<file path="src/rtl/rtt_est_pkg.sv">
`timescale 1ns / 1ps
// ----------------------------------------------------------------------------
// rtt_est_pkg
// Shared types, register indexes, op codes and helper functions of the
// round-trip-time estimator.
// ----------------------------------------------------------------------------
package rtt_est_pkg;

    // Internal time width, microseconds (16 to 64)
    localparam int TIME_W  = 32;
    localparam int FIELD_W = 32;
    localparam int SHIFT_W = 4;
    localparam int CIDX_W  = 2;

    typedef logic [TIME_W-1:0]  t_time;
    typedef logic [FIELD_W-1:0] t_field;
    typedef logic [SHIFT_W-1:0] t_shift;

    localparam logic [1:0] OP_UPDATE  = 2'd0;
    localparam logic [1:0] OP_MIGRATE = 2'd1;
    localparam logic [1:0] OP_EXPIRE  = 2'd2;

    localparam logic [CIDX_W-1:0] CFG_ALPHA_SHIFT = 2'd0;
    localparam logic [CIDX_W-1:0] CFG_BETA_SHIFT  = 2'd1;
    localparam logic [CIDX_W-1:0] CFG_INITIAL_RTT = 2'd2;

    localparam t_shift ALPHA_RESET   = 4'd3;
    localparam t_shift BETA_RESET    = 4'd2;
    localparam t_field INITIAL_RESET = 32'd100000;

    typedef struct packed {
        logic [1:0] op;
        t_field     flight_time;
        t_field     peer_delay;
    } t_in_word;

    typedef struct packed {
        logic   sample_taken;
        t_field minimum_rtt;
        t_field last_rtt;
        t_field smooth_rtt;
        t_field rtt_deviation;
        t_field rtt_or_initial;
    } t_out_word;

    typedef struct packed {
        t_shift alpha_shift;
        t_shift beta_shift;
        t_field initial_rtt;
    } t_cfg;

    function automatic t_time abs_diff(input t_time a, input t_time b);
        abs_diff = (a >= b) ? (a - b) : (b - a);
    endfunction

    // Move o toward x by 1/2^k, rounding the result down to the floor of the exact value
    function automatic t_time blend(input t_time o, input t_time x, input t_shift k);
        t_time d;
        t_time mask;
        t_time step;
        mask = ~({TIME_W{1'b1}} << k);
        if (x >= o) begin
            d = x - o;
            blend = o + (d >> k);
        end else begin
            d    = o - x;
            step = (d >> k) + t_time'(|(d & mask));
            blend = o - step;
        end
    endfunction

endpackage

</file>
<file path="src/rtl/rtt_estimator_core.sv">
`timescale 1ns / 1ps
// ----------------------------------------------------------------------------
// rtt_estimator_core
// Round-trip-time estimator: minimum, latest, smoothed rtt and deviation.
// ----------------------------------------------------------------------------
// Takes one word per clock unless the output stalls, and returns one result
// word per input word: the word is captured in an input register, then the
// estimator state and the result register are updated together once the
// result register is free, so a following word sees the updated state with
// no bubble. The state update loop sets the clock limit. Configuration writes
// are always accepted and should be issued only while no word is in flight.
module rtt_estimator_core (
    input  logic                          i_clk,
    input  logic                          i_rst_n,
    input  logic                          i_in_valid,
    output logic                          o_in_stall,
    input  rtt_est_pkg::t_in_word         i_in,
    output logic                          o_out_valid,
    input  logic                          i_out_stall,
    output rtt_est_pkg::t_out_word        o_out,
    input  logic                          i_cfg_valid,
    output logic                          o_cfg_ready,
    input  logic [rtt_est_pkg::CIDX_W-1:0] i_cfg_index,
    input  rtt_est_pkg::t_field           i_cfg_data
);

    rtt_est_pkg::t_cfg      cfg;
    rtt_est_pkg::t_out_word res;
    rtt_est_pkg::t_in_word  r_in;
    rtt_est_pkg::t_out_word r_out;
    logic                   r_in_vld;
    logic                   r_out_vld;
    logic                   advance;
    logic                   fire;

    assign o_cfg_ready = 1'b1;

    rtt_est_cfg_regs u_cfg (
        .i_clk   (i_clk),
        .i_rst_n (i_rst_n),
        .i_wr    (i_cfg_valid),
        .i_index (i_cfg_index),
        .i_data  (i_cfg_data),
        .o_cfg   (cfg)
    );

    // result register is free when empty or being drained this cycle
    assign advance    = !r_out_vld || !i_out_stall;
    assign fire       = r_in_vld && advance;
    assign o_in_stall = r_in_vld && !advance;

    rtt_est_datapath u_dp (
        .i_clk   (i_clk),
        .i_rst_n (i_rst_n),
        .i_fire  (fire),
        .i_item  (r_in),
        .i_cfg   (cfg),
        .o_res   (res)
    );

    always_ff @(posedge i_clk) begin
        if (!i_rst_n) begin
            r_in_vld  <= 1'b0;
            r_out_vld <= 1'b0;
        end else begin
            if (!o_in_stall) begin
                r_in_vld <= i_in_valid;
            end
            if (advance) begin
                r_out_vld <= r_in_vld;
            end
        end
    end

    always_ff @(posedge i_clk) begin
        if (i_in_valid && !o_in_stall) begin
            r_in <= i_in;
        end
        if (fire) begin
            r_out <= res;
        end
    end

    assign o_out_valid = r_out_vld;
    assign o_out       = r_out;

endmodule

</file>
<file path="src/rtl/rtt_est_cfg_regs.sv">
`timescale 1ns / 1ps
// ----------------------------------------------------------------------------
// rtt_est_cfg_regs
// Configuration registers: weight shifts and the initial rtt value.
// ----------------------------------------------------------------------------
module rtt_est_cfg_regs (
    input  logic                          i_clk,
    input  logic                          i_rst_n,
    input  logic                          i_wr,
    input  logic [rtt_est_pkg::CIDX_W-1:0] i_index,
    input  rtt_est_pkg::t_field           i_data,
    output rtt_est_pkg::t_cfg             o_cfg
);

    rtt_est_pkg::t_shift r_alpha;
    rtt_est_pkg::t_shift r_beta;
    rtt_est_pkg::t_field r_initial;

    always_ff @(posedge i_clk) begin
        if (!i_rst_n) begin
            r_alpha   <= rtt_est_pkg::ALPHA_RESET;
            r_beta    <= rtt_est_pkg::BETA_RESET;
            r_initial <= rtt_est_pkg::INITIAL_RESET;
        end else if (i_wr) begin
            case (i_index)
                rtt_est_pkg::CFG_ALPHA_SHIFT: r_alpha   <= i_data[rtt_est_pkg::SHIFT_W-1:0];
                rtt_est_pkg::CFG_BETA_SHIFT:  r_beta    <= i_data[rtt_est_pkg::SHIFT_W-1:0];
                rtt_est_pkg::CFG_INITIAL_RTT: r_initial <= i_data;
                default: begin
                end
            endcase
        end
    end

    assign o_cfg.alpha_shift = r_alpha;
    assign o_cfg.beta_shift  = r_beta;
    assign o_cfg.initial_rtt = r_initial;

endmodule

</file>
<file path="src/rtl/rtt_est_datapath.sv">
`timescale 1ns / 1ps
// ----------------------------------------------------------------------------
// rtt_est_datapath
// Estimator state and its combinational next-state logic; gives the result
// word for the item held in the input register.
// ----------------------------------------------------------------------------
module rtt_est_datapath (
    input  logic                   i_clk,
    input  logic                   i_rst_n,
    input  logic                   i_fire,
    input  rtt_est_pkg::t_in_word  i_item,
    input  rtt_est_pkg::t_cfg      i_cfg,
    output rtt_est_pkg::t_out_word o_res
);

    rtt_est_pkg::t_time r_min;
    rtt_est_pkg::t_time r_latest;
    rtt_est_pkg::t_time r_smoothed;
    rtt_est_pkg::t_time r_deviation;
    rtt_est_pkg::t_time n_min;
    rtt_est_pkg::t_time n_latest;
    rtt_est_pkg::t_time n_smoothed;
    rtt_est_pkg::t_time n_deviation;

    rtt_est_pkg::t_time delta;
    rtt_est_pkg::t_time ackd;
    rtt_est_pkg::t_time min_new;
    rtt_est_pkg::t_time sample;
    rtt_est_pkg::t_time exp_diff;
    logic               delta_ok;
    logic               taken;

    always_comb begin
        delta    = rtt_est_pkg::t_time'(i_item.flight_time);
        ackd     = rtt_est_pkg::t_time'(i_item.peer_delay);
        delta_ok = (delta != '0) && (delta != '1);
        min_new  = ((r_min == '0) || (r_min > delta)) ? delta : r_min;
        // drop the ack delay only when the sample clears the minimum by it
        sample   = ((delta - min_new) >= ackd) ? (delta - ackd) : delta;
        exp_diff = rtt_est_pkg::abs_diff(r_smoothed, r_latest);

        n_min       = r_min;
        n_latest    = r_latest;
        n_smoothed  = r_smoothed;
        n_deviation = r_deviation;
        taken       = 1'b0;

        case (i_item.op)
            rtt_est_pkg::OP_UPDATE: begin
                if (delta_ok) begin
                    taken    = 1'b1;
                    n_min    = min_new;
                    n_latest = sample;
                    if (r_smoothed == '0) begin
                        n_smoothed  = sample;
                        n_deviation = sample >> 1;
                    end else begin
                        n_deviation = rtt_est_pkg::blend(r_deviation,
                            rtt_est_pkg::abs_diff(r_smoothed, sample), i_cfg.beta_shift);
                        n_smoothed  = rtt_est_pkg::blend(r_smoothed, sample,
                            i_cfg.alpha_shift);
                    end
                end
            end
            rtt_est_pkg::OP_MIGRATE: begin
                n_min       = '0;
                n_latest    = '0;
                n_smoothed  = '0;
                n_deviation = '0;
            end
            rtt_est_pkg::OP_EXPIRE: begin
                if (exp_diff > r_deviation) begin
                    n_deviation = exp_diff;
                end
                if (r_latest > r_smoothed) begin
                    n_smoothed = r_latest;
                end
            end
            default: begin
            end
        endcase
    end

    always_ff @(posedge i_clk) begin
        if (!i_rst_n) begin
            r_min       <= '0;
            r_latest    <= '0;
            r_smoothed  <= '0;
            r_deviation <= '0;
        end else if (i_fire) begin
            r_min       <= n_min;
            r_latest    <= n_latest;
            r_smoothed  <= n_smoothed;
            r_deviation <= n_deviation;
        end
    end

    assign o_res.sample_taken   = taken;
    assign o_res.minimum_rtt    = rtt_est_pkg::FIELD_W'(n_min);
    assign o_res.last_rtt       = rtt_est_pkg::FIELD_W'(n_latest);
    assign o_res.smooth_rtt     = rtt_est_pkg::FIELD_W'(n_smoothed);
    assign o_res.rtt_deviation  = rtt_est_pkg::FIELD_W'(n_deviation);
    assign o_res.rtt_or_initial = (n_smoothed != '0) ?
                                  rtt_est_pkg::FIELD_W'(n_smoothed) : i_cfg.initial_rtt;

    a_taken_state: assert property (@(posedge i_clk) disable iff (!i_rst_n)
        (i_fire && taken) |=> (r_smoothed != '0 && r_min != '0 && r_latest >= r_min))
        else $error("taken update left inconsistent state");

    a_migrate_clear: assert property (@(posedge i_clk) disable iff (!i_rst_n)
        (i_fire && i_item.op == rtt_est_pkg::OP_MIGRATE) |=>
        (r_min == '0 && r_latest == '0 && r_smoothed == '0 && r_deviation == '0))
        else $error("migrate did not clear state");

    a_empty_state: assert property (@(posedge i_clk) disable iff (!i_rst_n)
        (r_smoothed == '0) |-> (r_deviation == '0 && r_latest == '0))
        else $error("deviation or latest sample without smoothed rtt");

    a_expire_raise: assert property (@(posedge i_clk) disable iff (!i_rst_n)
        (i_fire && i_item.op == rtt_est_pkg::OP_EXPIRE) |=>
        (r_smoothed >= $past(r_smoothed) && r_deviation >= $past(r_deviation)))
        else $error("expire lowered a metric");

endmodule

</file>
<file path="config.mk">
export PLATFORM = sky130hd
export DESIGN_NAME = rtt_estimator_core
export DESIGN_NICKNAME = d
export VERILOG_FILES = /design/src/rtl/rtt_est_pkg.sv /design/src/rtl/rtt_estimator_core.sv /design/src/rtl/rtt_est_cfg_regs.sv /design/src/rtl/rtt_est_datapath.sv
export SDC_FILE = /design/constraint.sdc
export NUM_CORES = 2
export LEC_CHECK = 0
export CELL_PAD_IN_SITES_DETAIL_PLACEMENT = 1
export CELL_PAD_IN_SITES_GLOBAL_PLACEMENT = 1
export CORE_MARGIN = 4
export CORE_UTILIZATION = 35
export DETAILED_ROUTE_END_ITERATION = 16
export DONT_BUFFER_PORTS = 1
export PLACE_DENSITY_LB_ADDON = 0.1
export SYNTH_ARGS = -nofsm -noshare
export SYNTH_HDL_FRONTEND = slang
export SYNTH_SLANG_ARGS = --single-unit
</file>
<file path="constraint.sdc">
create_clock -name i_clk -period 22 [get_ports i_clk]
set_input_delay 2.2 -clock i_clk [delete_from_list [all_inputs] [get_ports i_clk]]
set_output_delay 2.2 -clock i_clk [all_outputs]
set_load 0.02 [all_outputs]
</file>
# Word level (Yosys, flattened, before mapping)
# Cells that the tools add are included.
[classes]
magnitude_cmp = 8
n_eq_ne = 5
n_addsub = 14
shifts = 6
muxes = 20
bitwise_logic = 4
n_reduce_logical = 21
[op_table]
columns = ["operator", "count"]
rows = [
  ["$mux W32", 15],
  ["$sub A32 B32 Y32", 10],
  ["$pmux W32 S3", 2],
  ["$ge A32 B32 Y1", 5],
  ["$pmux W32 S2", 2],
  ["$shr A32 B4 Y32", 4],
  ["$gt A32 B32 Y1", 3],
  ["$add A32 B1 Y32", 2],
  ["$add A32 B32 Y32", 2],
  ["$and A32 B32 Y32", 2],
  ["$logic_not A32 Y1", 2],
  ["$not A32 Y32", 2],
  ["$reduce_bool A32 Y1", 2],
  ["$reduce_or A32 Y1", 2],
  ["$shl A32 B4 Y32 const A", 2],
  ["$ne A32 B32 Y1 const B", 1],
  ["$reduce_and A2 Y1", 3],
  ["$eq A2 B1 Y1 const B", 2],
  ["$eq A2 B2 Y1 const B", 2],
  ["$logic_and A1 B1 Y1", 4],
  ["$logic_not A1 Y1", 4],
  ["$logic_not A2 Y1", 2],
  ["$logic_or A1 B1 Y1", 2],
  ["$mux W1", 1],
]
[word_totals]
wordCells = 96
out_inout_bits = 164
input_bits = 105
register_bits = 397

# Logic depth before layout (Yosys ltp)
[logic_depth]
depth_word = 17
depth_mapped = 94

# Modules after synthesis
# From an unflattened synthesis, not the netlist that was laid out.
[unflattened]
cells_unflattened = 5895
hier_area_um2 = 47026.4
[modules_own_cells]
columns = ["mod", "area_each_um2", "n_inst", "seq_area_each_um2", "cells_per_inst"]
rows = [
  ["rtt_est_datapath", 38483.2, 1, 2562.5, 5487],
  ["rtt_estimator_core", 6911.6, 1, 6856.6, 237],
  ["rtt_est_cfg_regs", 1631.6, 1, 800.8, 171],
]

# Worst setup path before layout
# OpenSTA, ideal clock, no wires.
[synth_timing]
path_kind = "reg2reg"
startpoint = "register r_in[33] in the netlist's numbering"
endpoint = "register r_out (netlist bit o_out[62]) (data pin)"
t_arrival_ps = 18148
stages_incl_launch_ff = 90
required_time_ps = 21746
n_path_buf = 9
setup_slack_ps = 3598
setup_time_ps = 254
synth_period_minus_slack_ps = 18402
path_cell_list = "edfxtp_1 inv_1 ha_1 nor2b_1 o21a_1 o21a_1 o21a_1 o21a_1 o21a_1 o21a_1 o21ai_0 a21boi_0 a2bb2oi_1 or2_2 clkbuf_1 clkbuf_1 nand2_1 o21ai_0 [54 not listed] a221o_1 fa_1 inv_1 ha_1 or2_2 fa_1 nand2b_1 a31o_2 a21boi_0 a21o_1 o22ai_1 a41oi_1 a211oi_1 nor3_1 o31a_1 o211ai_1 o221a_2 a21o_1"
[synth_lines]
columns = ["element", "line_no", "rtl"]
rows = [
  ["start: declaration", "rtt_estimator_core.sv:29", "rtt_est_pkg::t_in_word r_in;"],
  ["start signal: assignment", "rtt_estimator_core.sv:77", "r_in <= i_in;"],
  ["end signal: assignment", "rtt_estimator_core.sv:80", "r_out <= res;"],
  ["end: declaration", "rtt_estimator_core.sv:30", "rtt_est_pkg::t_out_word r_out;"],
]

# Final worst setup path
[layout_timing]
startpoint = "register r_in[33] in the netlist's numbering"
endpoint = "register u_dp.r_deviation[31]"
[layout_between]
elab_chain_cells = 17
elab_cells_between_ends = 28
[layout_lines]
columns = ["element", "line_no", "rtl"]
rows = [
  ["$gt A32 B32 Y1", "rtt_est_datapath.sv:37", "min_new = ((r_min == '0) || (r_min > delta)) ? delta : r_min;"],
  ["$logic_or A1 B1 Y1", "rtt_est_datapath.sv:37", ""],
  ["$mux W32", "rtt_est_datapath.sv:37", ""],
  ["$sub A32 B32 Y32", "rtt_est_datapath.sv:39", "sample = ((delta - min_new) >= ackd) ? (delta - ackd) : delta;"],
  ["$ge A32 B32 Y1", "rtt_est_datapath.sv:39", ""],
  ["$mux W32", "rtt_est_datapath.sv:39", ""],
  ["$sub A32 B32 Y32 or $ge A32 B32 Y1 (tied branches)", "rtt_est_pkg.sv:53", "abs_diff = (a >= b) ? (a - b) : (b - a);"],
  ["$mux W32", "rtt_est_pkg.sv:53", ""],
  ["$sub A32 B32 Y32", "rtt_est_pkg.sv:66", "d = o - x;"],
  ["$and A32 B32 Y32", "rtt_est_pkg.sv:67", "step = (d >> k) + t_time'(|(d & mask));"],
  ["$reduce_or A32 Y1", "rtt_est_pkg.sv:67", ""],
  ["$add A32 B1 Y32", "rtt_est_pkg.sv:67", ""],
  ["$sub A32 B32 Y32", "rtt_est_pkg.sv:68", "blend = o - step;"],
  ["$mux W32", "rtt_est_pkg.sv:62", "if (x >= o) begin"],
  ["$mux W32", "rtt_est_datapath.sv:54", "if (r_smoothed == '0) begin"],
  ["$mux W32 *", "rtt_est_datapath.sv:50", "if (delta_ok) begin"],
  ["$pmux W32 S3 *", "rtt_est_datapath.sv:48", "case (i_item.op)"],
  ["end signal: assignment", "rtt_est_datapath.sv:94", "r_deviation <= n_deviation;"],
  ["end: declaration", "rtt_est_datapath.sv:19", "rtt_est_pkg::t_time r_deviation;"],
]
# Mark *: on every way between the ends. The rest lies on a longest branch, timed or not.
# A chain may end at the register's enable or synchronous reset.

==> summary by stage <==
Outcome
The run finished, with violations left. The checks that failed: capacitance limit, slew limit.

Logic synthesis
The synthesized netlist occupies a cell area of 46220 um^2. The multiplexer area fraction after synthesis is 7.095%. The synthesized design contains roughly 230 enable-type register cells. By area, the combinational part of the netlist is dominated by compound AO/OA/AOI/OAI gates. For this run, the number of Yosys warnings is 0. The post-synthesis cell type count is 111.

Sequential elements use 22.11% of the synthesized area. a21oi_1 is the most common cell in the netlist. The share of synthesized area in the top cell type comes to 14.75%. Ranked by total cell area, the synthesized netlist is headed by edfxtp_1 15%, ha_1 14%, dfxtp_1 7.4%. The flop and latch count out of synthesis is 397.

Summing the areas of all xor and xnor instances in the mapped netlist gives roughly 5.7% of the synthesized area. The commonest cells after synthesis are 562 x a21oi_1, 532 x ha_1, 463 x nor2_1. The adder-cell share of the synthesized area is 15.01%. The area fraction in compound gates after synthesis is 27.93%. The commonest register cell after synthesis is edfxtp_1. The share of flip-flops with an asynchronous set or reset is 0%.

The cell taking the most area after synthesis is edfxtp_1. The synthesized netlist devotes 15.57% of its cell area to simple gates. In this run the mean area of a mapped cell was 7.970 um^2.

The number of nets handed over by synthesis was 6450. Counting every instance in the synthesized netlist gives 5799.

Setup path
The worst-path maximum fanout is 31. Counting both buffers and inverters, the worst setup path holds a total of 9. The worst register-to-register path has a depth of 86. The worst setup path is captured at a flop. The internal reg-to-reg setup slack is 1.26 ns. The most numerous cell type found on the critical path is o21ai_0. The source of the worst register-to-register timing path is r_in[33]$_DFFE_PP_. The worst setup path is of the flop to flop kind. In this design, the stage delay of the slowest critical-path cell is a little over 0.6 ns.

For this design, the slowest cell found on the critical path is a2111oi_2. The family with the most delay on the worst path is compound AO/OA/AOI/OAI gates. Data on the critical path arrives at its endpoint at 21.30 ns. The critical path data required time is 22.57 ns. The worst register-to-register path ends at u_dp.r_deviation[31]$_SDFFE_PN0P_. The worst setup path is launched from a flop.

Place
At the end of routability-driven placement, the weighted congestion stood at ~0.99. OpenSTA, run right after detailed placement, puts the worst setup slack at 1.160 ns. The final HPWL from detailed placement is 203.4 mm.

The quantity of I/O buffers inserted on ports is 0. Once placement finished, the instance area stood at about 49000 um^2.

Flow run
The total of max-cap violations is 1.

Min path
In this run the most critical hold path is launched from u_cfg.r_initial[12]$_SDFFE_PN0P_. Along the worst hold path, the cell count comes to 2. The worst min-delay path class is flop to flop. For hold timing, the worst endpoint is u_cfg.r_initial[12]$_SDFFE_PN0P_.

Global route
The overall fraction of global-route tracks in use is 34.99%. The remaining global-route overflow is 0. The via count of the first global-routing pass is about 47000. The initial antenna violation count was 12. Entering global routing, the biggest net connects 87 pins. The first-pass GRT wire length is 350.0 mm.

Final layout
From synthesis to final layout, the design area changed by 9.271%. Once layout is done, the placed cells without fillers occupy just over 50000 um^2. The fraction of final layout cells with drive strength greater than 1 is 7.927%.

The net count of the finished layout is 6372.

Clock tree
The post-cts resize count is 0. Post-CTS timing repair inserted 0 buffers for setup. The clock sink count is ~400.

The clock root buffer master is clkbuf_16. Clock-pin slew was measured on the worst setup and hold paths at 0.06 ns. The clock tree synthesis step divided the H-tree into 2 levels. The later pin in the worst-skew pair is clocked with a latency of 0.68 ns. The number of hold buffers added after CTS was 0. The buffer levels on the longest clock path is 3. The CTS tree is built. TritonCTS created 52 clock buffers.

STA
The worst-margin pin slew is 1.597 ns. On the final layout, the worst clock skew is 0.04997 ns. The number of slew-limit violations in the final report was 5. The number of endpoints failing setup at the final stage is 0. The final period utilization is 94.25%.

The least setup slack across all paths after layout is 1.265 ns. Static timing analysis puts the maximum clock frequency at 48.23 MHz. The count of final hold-check violations was 0. The smallest hold slack is 0.4570 ns. Headroom to the max-slew limit came out at -6.858%. Subtracting the final worst setup slack from the clock period gives 20.74 ns.

Floorplanning
The number of rows created at floorplan is roughly 130. The full die area is 137900 um^2. The floorplan die width is around 370 um. The total area inside the core boundary comes to around 130000 um^2.

The die is between 300 and 400 um tall. The starting density of the core is 35.20%. The number of primary I/O pins is between 200 and 300.

Drt
Dividing the detail-routed wire length by the instance count gives 33.42 um. After detailed routing, the total wire length is 251.6 mm. Before antenna repair, the detailed router went through 6 iterations.

Detailed routing inserted a total of 47240 vias. The number of vias per cell is 6.277. The remaining antenna violation count after routing is 0. The count of routing violations after the opening detailed-route iteration is 3858. After detailed routing, the number of remaining DRC violations is 0.
## layout by cell type, fill, tap and decap left out, drive strengths merged, types with 46 or more instances in the layout
cell type and instances:
nand2 429, xnor2 211, buf 187, edfxtp 227
mux2i 223, nor2 468, a211oi 140, o211ai 64
a31oi 48, nor2b 58, dfxtp 170, nor4 50
o21a 65, o21bai 46, mux2 53, nor3 123
xor2 86, inv 470, ha 532, clkbuf 60
o22ai 66, nand4 89, a21o 223, nand3 99
nand2b 46, o21ai 342, a21oi 567
## metal layers
metal | GRT usage (%) | vias to the layer above | wire length (um)
li1 | - | 21190 | -
met1 | 42.85 | 23910 | 102700
met2 | 58.86 | 1668 | 117400
met3 | 4.796 | 483 | 14270
met4 | 20.04 | 2 | 17200
met5 | 0 | - | 13
## flip-flops by register name (all words and copies together), names as in the netlist
register,count
u_dp.r_min,32
r_in_vld,1
u_dp.r_latest,32
u_dp.r_smoothed,32
u_dp.r_deviation,32
o_out_valid,1
r_in,66
o_out,161
u_cfg.r_beta,4
u_cfg.r_initial,32
u_cfg.r_alpha,4
## final cells by class
| type | count | area, um^2 |
|---|---|---|
| Clock inverter | 38 | 480.5 |
| Timing Repair Buffer | 187 | 1401 |
| Sequential cell | 397 | 10230 |
| Tap cell | 1755 | 2196 |
| Antenna cell | 7 | 17.52 |
| Inverter | 466 | 1759 |
| Clock buffer | 60 | 1351 |
| Fill cell | 15710 | 80790 |
| Multi-Input combinational cell | 4617 | 33070 |
## stage by stage
stage,cells,setup TNS (ns),utilization [%]
after floorplan,5799,0,-
after global placement,7421,0,37.04
after detailed placement,7422,0,37.04
after CTS,7520,0,38.44
after global routing,7523,-0.007308,38.46
final,7527,0,38.47
## worst register-to-register path: cells and delay by family (launching register included)
family	cells	cell delay (ns)
compound gates	45	10.68
fa+ha+maj	7	2.43
flops	1	0.60
buf+inv	9	1.89
simple gates	19	3.54
xor+xnor	3	0.65
mux	3	0.87
## worst max-delay path by stage
stage,from,endpoint,slack [ns],depth (start not counted)
floorplan,r_in[33]$_DFFE_PP_,o_out[62]$_DFFE_PP_,3.60,89
global route,r_in[33]$_DFFE_PP_,u_dp.r_deviation[31]$_SDFFE_PN0P_,-0.007,84
finish,r_in[33]$_DFFE_PP_,u_dp.r_deviation[31]$_SDFFE_PN0P_,1.26,86
detailed placement,r_in[33]$_DFFE_PP_,u_dp.r_deviation[31]$_SDFFE_PN0P_,1.16,84
global placement,r_in[33]$_DFFE_PP_,o_out[42]$_DFFE_PP_,0.62,79
CTS,r_in[33]$_DFFE_PP_,u_dp.r_deviation[31]$_SDFFE_PN0P_,1.06,84
## cells by family (layout without fill, tap and decap cells)
family / count (synthesis) / in the layout
AO/OA/AOI/OAI: 1947 / 1947
AND/OR/NAND/NOR: 1529 / 1529
buffers and inverters: 785 / 751
adder cells (fa/ha/maj): 546 / 546
flip-flops: 397 / 397
XOR/XNOR: 298 / 298
multiplexers: 296 / 296
other: 1 / 8
Power is left out: the tool's default activity adds up to more than one toggle a clock period on the data nets, which glitch-free logic cannot reach.
